$ cat src/rtl/owrlm_pkg.sv
// shared types and constants for the weighted random-list matcher
package owrlm_pkg;

    // field widths
    localparam int V_W   = 10;
    localparam int W_W   = 17;
    localparam int R_W   = 16;
    localparam int CNT_W = 2;

    // shared multiplier operand and product widths
    localparam int MOP_W  = 18;
    localparam int PROD_W = 34;

    // divider widths: dividend is the product padded to twice the quotient width
    localparam int DEN_W     = 18;
    localparam int Q_W       = 18;
    localparam int DIVD_W    = 2 * Q_W;
    localparam int DIV_STEPS = Q_W / 2;
    localparam int DIV_CNT_W = 4;

    // running sum of six terms, each below 2^17
    localparam int SUM_W = 20;

    // taken-map epoch tag
    localparam int EPOCH_W = 8;
    localparam logic [EPOCH_W-1:0] EPOCH_MAX   = '1;
    localparam logic [EPOCH_W-1:0] EPOCH_FIRST = EPOCH_W'(1);

    // three-candidate orders, taken in this sequence
    localparam int N_ORDERS = 6;
    localparam logic [2:0] LAST_ORDER = 3'(N_ORDERS - 1);
    localparam logic [1:0] ORDER_A [N_ORDERS] = '{2'd0, 2'd0, 2'd1, 2'd1, 2'd2, 2'd2};
    localparam logic [1:0] ORDER_B [N_ORDERS] = '{2'd1, 2'd2, 2'd0, 2'd2, 2'd0, 2'd1};
    localparam logic [1:0] ORDER_C [N_ORDERS] = '{2'd2, 2'd1, 2'd2, 2'd0, 2'd1, 2'd0};

    // candidate counts
    localparam logic [CNT_W-1:0] CNT_NONE  = 2'd0;
    localparam logic [CNT_W-1:0] CNT_ONE   = 2'd1;
    localparam logic [CNT_W-1:0] CNT_TWO   = 2'd2;
    localparam logic [CNT_W-1:0] CNT_THREE = 2'd3;

    // divider request and response
    typedef struct packed {
        logic              start;
        logic [DIVD_W-1:0] dividend;
        logic [DEN_W-1:0]  divisor;
    } div_req_t;

    typedef struct packed {
        logic           done;
        logic [Q_W-1:0] quotient;
    } div_rsp_t;

endpackage

$ cat src/rtl/owrlm_div.sv
// radix-4 restoring divider, two quotient bits per cycle
module owrlm_div
(
    input  logic                clk,
    input  logic                rst_n,
    input  owrlm_pkg::div_req_t req,
    output owrlm_pkg::div_rsp_t rsp
);

    logic                                run_reg, run_next;
    logic                                done_reg, done_next;
    logic [owrlm_pkg::DIV_CNT_W-1:0]     cnt_reg, cnt_next;
    logic [owrlm_pkg::DEN_W-1:0]         rem_reg, rem_next;
    logic [owrlm_pkg::Q_W-1:0]           low_reg, low_next;
    logic [owrlm_pkg::Q_W-1:0]           quo_reg, quo_next;
    logic [owrlm_pkg::DEN_W-1:0]         den_reg, den_next;
    logic [owrlm_pkg::DEN_W:0]           step_hi;
    logic [owrlm_pkg::DEN_W:0]           step_lo;

    // one compare-subtract; result is {quotient bit, new remainder}
    function automatic logic [owrlm_pkg::DEN_W:0] div_step(
        input logic [owrlm_pkg::DEN_W-1:0] rem,
        input logic                        bit_in,
        input logic [owrlm_pkg::DEN_W-1:0] den
    );
        logic [owrlm_pkg::DEN_W:0] trial;
        begin
            trial = {rem, bit_in};
            if (trial >= {1'b0, den})
            begin
                div_step = {1'b1, owrlm_pkg::DEN_W'(trial - {1'b0, den})};
            end
            else
            begin
                div_step = {1'b0, trial[owrlm_pkg::DEN_W-1:0]};
            end
        end
    endfunction

    // two dependent steps per cycle
    assign step_hi = div_step(rem_reg, low_reg[owrlm_pkg::Q_W-1], den_reg);
    assign step_lo = div_step(step_hi[owrlm_pkg::DEN_W-1:0], low_reg[owrlm_pkg::Q_W-2],
                              den_reg);

    // next-state logic
    always_comb
    begin
        run_next  = run_reg;
        done_next = 1'b0;
        cnt_next  = cnt_reg;
        rem_next  = rem_reg;
        low_next  = low_reg;
        quo_next  = quo_reg;
        den_next  = den_reg;
        if (req.start)
        begin
            run_next = 1'b1;
            cnt_next = owrlm_pkg::DIV_CNT_W'(owrlm_pkg::DIV_STEPS - 1);
            rem_next = req.dividend[owrlm_pkg::DIVD_W-1:owrlm_pkg::Q_W];
            low_next = req.dividend[owrlm_pkg::Q_W-1:0];
            quo_next = '0;
            den_next = req.divisor;
        end
        else if (run_reg)
        begin
            rem_next = step_lo[owrlm_pkg::DEN_W-1:0];
            low_next = {low_reg[owrlm_pkg::Q_W-3:0], 2'b00};
            quo_next = {quo_reg[owrlm_pkg::Q_W-3:0], step_hi[owrlm_pkg::DEN_W],
                        step_lo[owrlm_pkg::DEN_W]};
            cnt_next = cnt_reg - 1'b1;
            if (cnt_reg == '0)
            begin
                run_next  = 1'b0;
                done_next = 1'b1;
            end
        end
    end

    // control registers
    always_ff @(posedge clk or negedge rst_n)
    begin
        if (!rst_n)
        begin
            run_reg  <= 1'b0;
            done_reg <= 1'b0;
            cnt_reg  <= '0;
        end
        else
        begin
            run_reg  <= run_next;
            done_reg <= done_next;
            cnt_reg  <= cnt_next;
        end
    end

    // datapath registers
    always_ff @(posedge clk)
    begin
        rem_reg <= rem_next;
        low_reg <= low_next;
        quo_reg <= quo_next;
        den_reg <= den_next;
    end

    assign rsp.done     = done_reg;
    assign rsp.quotient = quo_reg;

endmodule

$ cat config.mk
export PLATFORM = sky130hd
export DESIGN_NAME = owrlm_div
export DESIGN_NICKNAME = d
export VERILOG_FILES = /design/src/rtl/owrlm_pkg.sv /design/src/rtl/owrlm_div.sv
export SDC_FILE = /design/constraint.sdc
export NUM_CORES = 1
export LEC_CHECK = 0
export BUFFER_PORTS_ARGS = -buffer_cell sky130_fd_sc_hd__buf_4
export CAP_MARGIN = 20
export CORE_ASPECT_RATIO = 0.75
export CORE_MARGIN = 2
export CORE_UTILIZATION = 53
export CTS_CLUSTER_DIAMETER = 40
export CTS_CLUSTER_SIZE = 25
export DETAILED_ROUTE_END_ITERATION = 12
export HOLD_SLACK_MARGIN = 0.12
export PLACE_DENSITY = 0.8
export SETUP_SLACK_MARGIN = 0.05
export SYNTH_ARGS = -nofsm -noshare
export SYNTH_HDL_FRONTEND = slang
export SYNTH_SLANG_ARGS = --single-unit
$ cat constraint.sdc
create_clock -name clk -period 4.4 [get_ports clk]
set_input_delay 0.66 -clock clk [delete_from_list [all_inputs] [get_ports clk]]
set_output_delay 0.66 -clock clk [all_outputs]
set_load 0.02 [all_outputs]
### Word level (Yosys, flattened, before mapping)

Cells that the tools add are included.

| cells by class | value |
|---|---|
| $add $sub $neg | 3 |
| multiply operators | 0 |
| div/mod/pow operators | 0 |
| order comparisons | 2 |
| eq/ne operators | 0 |
| shift operators | 0 |
| mux-type cells | 14 |
| bitwise gates (word level) | 0 |
| reductions and logical operators | 2 |

Operators by type and width:

| cell | count |
|---|---|
| two-way mux 18 bit | 4 |
| greater-or-equal comparator 19 x 18 -> 1 bit | 2 |
| two-way mux 19 bit | 2 |
| subtractor 18 bit | 2 |
| two-way mux 4 bit | 2 |
| two-way mux 1 bit | 6 |
| logical NOT 4 bit | 1 |
| subtractor 4 x 1 -> 4 bit, second input constant | 1 |
| nonzero test 2 bit | 1 |

| storage, ports and cells | value |
|---|---|
| bits in registers | 78 |
| bits in latches | 0 |
| RAM bits | 0 |
| ROM bits | 0 |
| logic and storage cells | 28 |
| memories | 0 |

### Depth between registers and ports, before layout

Gate-level depths: netlist (run 1).

| depth | value |
|---|---|
| depth in word-level cells | 6 |
| gate-level depth with buffers | 21 |
| mapped depth without buffers | 20 |

### Least setup slack after synthesis (run 1)

OpenSTA, ideal clock, no wires.

| path | value |
|---|---|
| path kind | reg-to-reg |
| start | reg rem_reg[13] (netlist bit) |
| end | reg rem_reg[0] (netlist bit), data pin |
| setup time | 259 ps |
| arrival | 4478 ps |
| data required time | 4141 ps |
| setup slack | -337 ps |
| cell stages (with the launch flop) | 19 |
| cells stage by stage | edfxtp_1 -> ha_1 -> and4_4 -> a221oi_4 -> nand2_2 -> or3_4 -> a21o_1 -> buf_6 -> buf_2 -> mux2_1 -> ha_1 -> a21o_1 -> a21oi_1 -> o31a_1 -> nand3_1 -> o2111ai_1 -> o2111a_1 -> a21oi_1 -> o31a_1 |

| on the way | value |
|---|---|
| cells in the longest elaborated chain, start to end | 6 |
| elaborated cells on any way between the ends | 7 |

RTL lines:

| element | RTL line | RTL |
|---|---|---|
| start, declared | owrlm_div.sv:13 | `logic [owrlm_pkg::DEN_W-1:0] rem_reg, rem_next;` |
| start signal, assigned | owrlm_div.sv:99 | `rem_reg <= rem_next;` |
| subtractor 18 bit / greater-or-equal comparator 19 x 18 -> 1 bit (equally long branches) | owrlm_div.sv:31, owrlm_div.sv:29 |  |
| two-way mux 19 bit (*) | owrlm_div.sv:29 | `if (trial >= {1'b0, den})` |
| greater-or-equal comparator 19 x 18 -> 1 bit (*) | owrlm_div.sv:29 |  |
| two-way mux 19 bit (*) | owrlm_div.sv:29 |  |
| two-way mux 18 bit (*) | owrlm_div.sv:64 | `else if (run_reg)` |
| two-way mux 18 bit (*) | owrlm_div.sv:55 | `if (req.start)` |
| via rem_next, one bit | owrlm_div.sv:13 |  |

Mark *: on every way through the listed nets, which the timed path passes. The rest lies on a longest branch. The select of a mux whose other input is x is not followed.
A chain may end at the register's enable or synchronous reset.

### Worst setup path after layout (run 1)

| path | value |
|---|---|
| start | reg den_reg[1] (netlist bit) |
| end | reg rem_reg[1] (netlist bit), data pin |

| on the way | value |
|---|---|
| cells in the longest elaborated chain, start to end | 6 |
| elaborated cells on any way between the ends | 8 |

RTL lines:

| element | RTL line | RTL |
|---|---|---|
| start, declared | owrlm_div.sv:16 | `logic [owrlm_pkg::DEN_W-1:0] den_reg, den_next;` |
| start signal, assigned | owrlm_div.sv:102 | `den_reg <= den_next;` |
| greater-or-equal comparator 19 x 18 -> 1 bit / subtractor 18 bit (equally long branches) | owrlm_div.sv:29, owrlm_div.sv:31 |  |
| two-way mux 19 bit | owrlm_div.sv:29 |  |
| subtractor 18 bit / greater-or-equal comparator 19 x 18 -> 1 bit (equally long branches) | owrlm_div.sv:31, owrlm_div.sv:29 |  |
| two-way mux 19 bit (*) | owrlm_div.sv:29 |  |
| two-way mux 18 bit (*) | owrlm_div.sv:64 |  |
| two-way mux 18 bit (*) | owrlm_div.sv:55 |  |
| via rem_next, one bit | owrlm_div.sv:13 |  |

Marked as above.

==> results.sh, run 1 <==
export IMPL_die_x_um=119
export IMPL_drive_gt1_share_pct=41.3
export IMPL_final_cell_area_um2=7400
export IMPL_gr_max_usage_layer="met2"
export IMPL_worstPathArrival_ns=4.75
export IMPL_wire_per_inst_um=19.8
export IMPL_overflow=0
export IMPL_min_period_over_period_pct=105
export IMPL_synth_cells=514
export IMPL_vias_per_cell=6.06
export IMPL_h_tree_depth=3
export IMPL_drtIter0Drc=571
export IMPL_holdWs_ns=0.480
export IMPL_place_port_buffers=75
export IMPL_endpoint_kind="register"
export IMPL_rsz0062_at_grt="yes"
export IMPL_gp_congestion=0.963
export IMPL_nNetsFinal=767
export IMPL_firstDrtPassIters=6
export IMPL_root_buffer="clkbuf_16"
export IMPL_finalSetupTns_ns=-2.07
export IMPL_critPathKind="register to register"
export IMPL_drc=0
export IMPL_io_pins=76
export IMPL_hold_viol=0
export IMPL_core_um2=9620
export IMPL_worst_pin_slew_ns=1.02
export IMPL_num_vias=4889
export IMPL_yosysTopAreaCell="edfxtp_1"
export IMPL_grt_use_met1_pct=38.3
export IMPL_hold_path_class="input pin to register"
export IMPL_grtUsageMet3_pct=7.80
export IMPL_cts_sinks=78
export IMPL_synth_main_ff_cell="edfxtp_1"
export IMPL_placed_cell_area_um2=6610
export IMPL_clkLatencyLatePin_ns=0.35
export IMPL_diodes=0
export IMPL_initial_core_util_pct=54.4
export IMPL_synth_edf_count=54
export IMPL_worstPathRequired_ns=4.53
export IMPL_critPathLaunchType="register"
export IMPL_die_h_um=90.1
export IMPL_rows=31
export IMPL_grt_util_met2_pct=46.8
export IMPL_syn_cell_area_um2=5230
export IMPL_ys_types=68
export IMPL_numCtsBuffers=9
export IMPL_drt_total_wl_mm=16.0
export IMPL_synthTopCellsByArea="edfxtp_1, ha_1, dfxtp_1, mux2_2, mux2i_1"
export IMPL_violations="setup timing"
export IMPL_ant_nets=0
export IMPL_grt_max_degree=77
export IMPL_fmax_mhz=217
export IMPL_hpwl_mm=10.5
export IMPL_skew_ns=0.00676
export IMPL_synth_area_per_cell_um2=10.2
export IMPL_ys_async_sr_fraction_pct=7.69
export IMPL_grt_pass1_vias=4908
export IMPL_seq_area_frac_synth_pct=40.7
export IMPL_fillers=615
export IMPL_synth_top_area_share_pct=31.0
export IMPL_clk_path_buf_depth=2
export IMPL_gr_usage_all_layers_pct=29.2
export IMPL_status="complete, but fails checks"
export IMPL_grt_first_pass_wirelength_mm=24.6
export IMPL_area_delta_synth_final_pct=41.5
export IMPL_grt_antenna_before_repair=0
export IMPL_crit_fanout=4
export IMPL_slew_violations=0
export IMPL_setup_slack_ns=-0.217
export IMPL_die_area_um2=10700
export IMPL_maxSlewHeadroom_pct=31.9
export IMPL_finalCriticalPeriod_ns=4.62
export IMPL_ys_ff_latch=78
export IMPL_dpl_cell_count=779
export IMPL_cap_violations=0
export IMPL_setup_viol=19
export IMPL_path_clk_slew_ns=0.06
export IMPL_final_cells=807
export IMPL_synthesis_nets=611
export IMPL_ys_warnings_count=0
export IMPL_tritoncts="yes"
==> logic make-up after synthesis <==
kind of cell             Yosys count  share of synthesized area (%)
AND/OR/NAND/NOR                  143                           13.6
AO/OA/AOI/OAI                    117                           16.1
flip-flops                        78                           40.7
buffers and inverters             56                           4.35
multiplexers                      48                           9.97
adder cells (fa/ha/maj)           40                           9.85
XOR/XNOR                          32                           5.36
==> placed cells by master (no fill, tap or decap), types with 4 or more instances in the layout <==
cell	synthesis	layout
a211oi_1	8	6
a21o_1	13	13
a21oi_1	22	16
a21oi_2	0	4
a31oi_1	12	11
buf_4	1	157
buf_6	1	8
clkbuf_16	0	10
dfrtp_1	6	6
dfxtp_1	18	18
edfxtp_1	54	54
ha_1	38	22
ha_4	0	15
inv_1	34	31
mux2_2	20	25
mux2i_1	18	17
nand2_1	29	29
nand3_1	15	15
nand4_1	17	17
nor2_1	45	43
nor3_1	9	7
o21ai_0	13	9
o21ai_2	0	7
o311ai_4	0	6
o31a_1	4	4
xnor2_1	18	18
xor2_1	14	14
==> synthesized netlist by cell type, types with 13 or more instances <==
library cell / number
dfxtp_1: 18
mux2_2: 20
nand3_1: 15
nand4_1: 17
inv_1: 34
a21o_1: 13
xor2_1: 14
ha_1: 38
a21oi_1: 22
mux2i_1: 18
o21ai_0: 13
xnor2_1: 18
nand2_1: 29
edfxtp_1: 54
nor2_1: 45
==> worst paths after layout <==
check                         endpoint  slack [ns]  depth (start not counted)        start
max                         rem_reg[1]       -0.22                         18   den_reg[1]
min                        den_reg[13]        0.48                          1      req[13]
max reg2reg                 rem_reg[1]       -0.22                         18   den_reg[1]
min reg2reg                quo_reg[17]        0.52                          2  quo_reg[17]
max in group asynchronous   cnt_reg[2]        3.62                          2        rst_n
min in group asynchronous     done_reg        0.66                          2        rst_n
==> worst max-delay path, cell delays in order, from the launching register on <==
cell and delay [ns]:
edfxtp_1 0.39, inv_1 0.17, ha_1 0.29, nand2b_1 0.12, a21o_1 0.17, a31oi_1 0.10, or3_4 0.40, a21oi_4 0.17
mux2_2 0.37, ha_1 0.34, a21oi_2 0.24, a21oi_2 0.13, o31ai_2 0.23, nand3_1 0.16, o2111ai_2 0.27, o2111a_2 0.32
buf_6 0.12, a21boi_1 0.07, o31ai_1 0.33
==> metrics by stage <==
step | utilization, % | setup slack (ns)
finish | 77.0 | -0.217
global route | 77.0 | -0.392
CTS | 74.4 | 0.0253
detailed placement | 68.7 | -0.166
global placement | 68.7 | -0.0694
floorplan | - | 0.0721
==> timing repair <==
item	in CTS	in global routing
gates cloned	0	0
pin swaps	26	29
setup buffers	8	4
hold endpoints to repair	6	0
setup endpoints to repair	19	19
gates resized for setup	30	40
hold buffers	1	0
==> area by class of cell <==
type / count / area, µm² / share of cell area, %
clock buffers: 10 / 250 / 3.38
clock inverters: 6 / 75.1 / 1.01
inverters: 34 / 128 / 1.72
multi-input cells: 380 / 3350 / 45.3
flip-flops and latches: 78 / 2130 / 28.8
well taps: 132 / 165 / 2.23
repair buffers: 167 / 1300 / 17.5
==> routing by layer <==
layer | vias up | share of wire [%]
met4 | 0 | 2.5
met2 | 270 | 48
met5 | - | 0
met3 | 44 | 8.3
li1 | 2238 | -
met1 | 2337 | 41
Power of run 1 is not shown: default switching activity piles up to over one toggle a cycle in this logic, so the estimate is an artifact.
==> run 2, diff against run 1 <==
--- a/config.mk
+++ b/config.mk
@@ -14,6 +14,7 @@
 export CTS_CLUSTER_SIZE = 25
 export DETAILED_ROUTE_END_ITERATION = 12
 export HOLD_SLACK_MARGIN = 0.12
+export MAX_ROUTING_LAYER = met4
 export PLACE_DENSITY = 0.8
 export SETUP_SLACK_MARGIN = 0.05
 export SYNTH_ARGS = -nofsm -noshare
==> results.sh, run 2 (synthesis gave the netlist of run 1 again) <==
export IMPL_die_area_um2=10700
export IMPL_root_buffer="clkbuf_16"
export IMPL_final_cell_area_um2=7200
export IMPL_io_pins=76
export IMPL_rsz0062_at_grt="yes"
export IMPL_h_tree_depth=3
export IMPL_slew_violations=0
export IMPL_mostFrequentLayoutCell="buf_4"
export IMPL_setup_viol=13
export IMPL_hold_viol=0
export IMPL_vias_per_cell=5.88
export IMPL_area_delta_synth_final_pct=37.6
export IMPL_drtIter0Drc=414
export IMPL_grt_first_pass_wirelength_mm=23.7
export IMPL_status="complete, but fails checks"
export IMPL_gr_max_usage_layer="met2"
export IMPL_min_period_over_period_pct=102
export IMPL_grt_util_met2_pct=45.8
export IMPL_ant_nets=0
export IMPL_grt_max_degree=77
export IMPL_fin_util_pct=74.8
export IMPL_drc=0
export IMPL_gr_usage_all_layers_pct=28.8
export IMPL_grt_use_met1_pct=36.4
export IMPL_critPathLaunchType="register"
export IMPL_num_vias=4721
export IMPL_grt_pass1_vias=4822
export IMPL_fmax_mhz=223
export IMPL_die_x_um=119
export IMPL_layout_common_cells="buf_4, edfxtp_1, nor2_1, nand2_1, inv_1"
export IMPL_critPathKind="register to register"
export IMPL_crit_fanout=6
export IMPL_wire_per_inst_um=18.5
export IMPL_dpl_cell_count=778
export IMPL_place_port_buffers=75
export IMPL_violations="setup timing"
export IMPL_worst_pin_slew_ns=0.960
export IMPL_nNetsFinal=763
export IMPL_cts_sinks=78
export IMPL_finalSetupTns_ns=-0.606
export IMPL_final_cells=803
export IMPL_firstDrtPassIters=5
export IMPL_skew_ns=0.0109
export IMPL_clkLatencyLatePin_ns=0.35
export IMPL_gp_congestion=0.975
export IMPL_path_clk_slew_ns=0.07
export IMPL_cap_violations=0
export IMPL_overflow=0
export IMPL_core_um2=9620
export IMPL_finalCriticalPeriod_ns=4.49
export IMPL_die_h_um=90.1
export IMPL_maxSlewHeadroom_pct=36.0
export IMPL_worstPathArrival_ns=4.55
export IMPL_hpwl_mm=10.8
export IMPL_numCtsBuffers=9
export IMPL_tritoncts="yes"
export IMPL_drt_total_wl_mm=14.9
export IMPL_diodes=0
export IMPL_worstPathRequired_ns=4.45
export IMPL_drive_gt1_share_pct=39.9
export IMPL_clk_path_buf_depth=2
export IMPL_placed_cell_area_um2=6590
export IMPL_initial_core_util_pct=54.4
export IMPL_grtUsageMet3_pct=6.79
export IMPL_setup_slack_ns=-0.0937
export IMPL_grt_antenna_before_repair=0
export IMPL_hold_path_class="input pin to register"
export IMPL_endpoint_kind="register"
export IMPL_rows=31
run 2: cell count changes in the layout (fill, tap and decap cells not counted), sizes merged:
| cell | change |
|---|---|
| inv | +2 |
| clkinvlp | -1 |
| clkbuf | -1 |
| buf | -4 |
run 2: what timing repair did:
| action | CTS | global route |
|---|---|---|
| resized for setup | 30 | 28 |
| pin swaps | 17 | 14 |
| endpoints found under the setup margin | 19 | 19 |
| endpoints found under the hold margin | 6 | 0 |
| gates cloned | 0 | 0 |
| buffers inserted | 6 | 3 |
| hold buffers | 1 | 0 |
run 2: worst max-delay path, cell delays in order (launching register included):
cell,delay (ns)
edfxtp_1,0.38
inv_2,0.10
ha_4,0.21
and4_4,0.22
a221oi_4,0.28
nand2_2,0.08
or3_4,0.35
a21o_1,0.20
buf_6,0.15
mux2_4,0.32
ha_4,0.23
a211oi_2,0.21
nor2_2,0.09
o31ai_2,0.29
nand3_1,0.17
o2111ai_2,0.23
o2111ai_2,0.19
nor2_2,0.21
buf_6,0.18
o311ai_1,0.12
run 2: layer usage:
metal	vias up	share of wire (%)	wire length [µm]
li1	2232	-	-
met1	2228	44	6480
met2	226	47	7020
met3	35	7.2	1080
met4	0	2.1	308
met5	-	0	0
run 2: final timing paths:
kind / slack [ns] / from / to / cells past startpoint
min reg2reg: 0.52 / quo_reg[17] / quo_reg[17] / 2
min in group asynchronous: 0.65 / rst_n / cnt_reg[3] / 2
max reg2reg: -0.09 / den_reg[14] / rem_reg[13] / 19
min: 0.48 / req[11] / den_reg[11] / 1
max in group asynchronous: 3.62 / rst_n / cnt_reg[0] / 2
max: -0.09 / den_reg[14] / rem_reg[13] / 19
run 2: area by class of cell:
cell class	count	area, µm²
fill	644	2420
timing repair buffer	163	1260
sequential	78	2130
multi-input combinational	380	3210
inverter	34	128
tap	132	165
clock inverter	7	77.6
clock buffer	9	225
run 2: through the flow:
stage          setup slack (ns)  hold WS [ns]
2_1_floorplan            0.0721         0.364
3_3_place_gp             -0.105         0.467
3_5_place_dp             -0.233         0.469
4_1_cts                  0.0204         0.480
5_1_grt                  -0.254         0.482
6_report                -0.0937         0.483
Power of run 2 is left out for the same reason.
==> run 3, diff against run 2 <==
--- a/config.mk
+++ b/config.mk
@@ -9,13 +9,12 @@
 export CAP_MARGIN = 20
 export CORE_ASPECT_RATIO = 0.75
 export CORE_MARGIN = 2
-export CORE_UTILIZATION = 53
+export CORE_UTILIZATION = 60
 export CTS_CLUSTER_DIAMETER = 40
 export CTS_CLUSTER_SIZE = 25
 export DETAILED_ROUTE_END_ITERATION = 12
 export HOLD_SLACK_MARGIN = 0.12
-export MAX_ROUTING_LAYER = met4
-export PLACE_DENSITY = 0.8
+export PLACE_DENSITY = 0.85
 export SETUP_SLACK_MARGIN = 0.05
 export SYNTH_ARGS = -nofsm -noshare
 export SYNTH_HDL_FRONTEND = slang
==> constraint.sdc (replaced) <==
create_clock -name clk -period 5.5 [get_ports clk]
set_input_delay 0.825 -clock clk [delete_from_list [all_inputs] [get_ports clk]]
set_output_delay 0.825 -clock clk [all_outputs]
set_load 0.02 [all_outputs]
==> results.sh, run 3 (synthesis gave the netlist of run 1 again) <==
export IMPL_numCtsBuffers=9
export IMPL_crit_fanout=14
export IMPL_die_h_um=84.9
export IMPL_rsz0062_at_grt="no"
export IMPL_grt_first_pass_wirelength_mm=22.0
export IMPL_drt_total_wl_mm=13.8
export IMPL_setup_viol=0
export IMPL_die_x_um=112
export IMPL_gr_usage_all_layers_pct=29.7
export IMPL_area_delta_synth_final_pct=19.4
export IMPL_tritoncts="yes"
export IMPL_ant_nets=0
export IMPL_core_um2=8450
export IMPL_clkLatencyLatePin_ns=0.35
export IMPL_rows=29
export IMPL_fillers=574
export IMPL_min_period_over_period_pct=95.2
export IMPL_drc=0
export IMPL_r2r_slack_ns=0.27
export IMPL_ctsResizeCount=0
export IMPL_cts_sinks=78
export IMPL_initial_core_util_pct=61.9
export IMPL_hold_buffers=0
export IMPL_worstPathRequired_ns=5.56
export IMPL_overflow=0
export IMPL_grt_pass1_vias=4398
export IMPL_critPathKind="register to register"
export IMPL_skew_ns=0.00693
export IMPL_mostFrequentLayoutCell="buf_4"
export IMPL_clk_path_buf_depth=2
export IMPL_die_area_um2=9490
export IMPL_num_vias=4509
export IMPL_slew_violations=0
export IMPL_nNetsFinal=683
export IMPL_worstPathArrival_ns=5.29
export IMPL_critPathLaunchType="register"
export IMPL_gp_congestion=0.984
export IMPL_layout_common_cells="buf_4, edfxtp_1, nor2_1, ha_1, inv_1"
export IMPL_drtIter0Drc=542
export IMPL_place_port_buffers=75
export IMPL_hold_path_class="input pin to async pin"
export IMPL_hold_viol=0
export IMPL_firstDrtPassIters=5
export IMPL_fmax_mhz=191
export IMPL_wire_per_inst_um=19.8
export IMPL_grt_max_degree=57
export IMPL_status="complete, no violations"
export IMPL_postCtsSetupBuffers=0
export IMPL_grt_antenna_before_repair=0
export IMPL_diodes=0
export IMPL_cap_violations=0
export IMPL_endpoint_kind="register"
export IMPL_io_pins=76
export IMPL_drive_gt1_share_pct=23.2
export IMPL_finalSetupTns_ns=0
export IMPL_root_buffer="clkbuf_16"
export IMPL_h_tree_depth=3
export IMPL_hpwl_mm=9.90
export IMPL_worst_pin_slew_ns=0.912
export IMPL_finalCriticalPeriod_ns=5.23
export IMPL_maxSlewHeadroom_pct=39.2
export IMPL_vias_per_cell=6.45
export IMPL_path_clk_slew_ns=0.06
[run 3: final timing paths]
| check | from | endpoint | depth (start not counted) |
|---|---|---|---|
| worst max-delay path | rem_reg[13] | rem_reg[13] | 17 |
| worst min-delay path | rst_n | cnt_reg[3] | 1 |
| worst max register to register | rem_reg[13] | rem_reg[13] | 17 |
| worst min register to register | quo_reg[1] | quo_reg[1] | 2 |
| max in group asynchronous | rst_n | cnt_reg[0] | 1 |
| min in group clk | quo_reg[1] | quo_reg[1] | 2 |
[run 3: metal layers]
metal / wire (µm) / GRT usage [%] / vias up / share of wire (%)
li1: - / - / 2068 / -
met1: 5760 / 39.6 / 2127 / 42
met2: 6170 / 46.1 / 264 / 45
met3: 1500 / 9.07 / 50 / 11
met4: 412 / 11.0 / 0 / 3.0
met5: 0 / 0 / - / 0
[run 3: stage by stage]
| step | cell area [µm²] | util [%] | instances | setup slack, ns | hold slack, ns |
|---|---|---|---|---|---|
| floorplan | 5230 | - | 514 | 0.763 | 0.489 |
| global placement | 5890 | 69.7 | 683 | 0.553 | 0.477 |
| detailed placement | 5890 | 69.7 | 683 | 0.231 | 0.509 |
| CTS | 6220 | 73.6 | 699 | 0.176 | 0.265 |
| global route | 6250 | 73.9 | 699 | 0.0950 | 0.272 |
| finish | 6250 | 73.9 | 699 | 0.266 | 0.272 |
[run 3: area by class of cell]
cell class,instances,area [µm²],area share (%)
inverters,34,128,2.04
clock inverters,6,91.3,1.46
well taps,108,135,2.16
flip-flops and latches,78,2130,34.1
clock buffers,10,239,3.83
repair buffers,83,623,9.98
multi-input cells,380,2900,46.4
[run 3: worst max-delay path: stages (launching register included)]
cell and delay, ns:
edfxtp_1 0.41, ha_1 0.40, and4_4 0.26, a221oi_4 0.26, nand2_2 0.12, or3_4 0.43
a21o_2 0.36, mux2_1 0.39, ha_1 0.36, a211oi_1 0.31, nor2_1 0.12, o31ai_1 0.21
nand3_1 0.21, o2111ai_2 0.32, o2111ai_4 0.28, nor2_2 0.20, buf_4 0.17, o311ai_1 0.12
Power of run 3 is left out for the same reason.
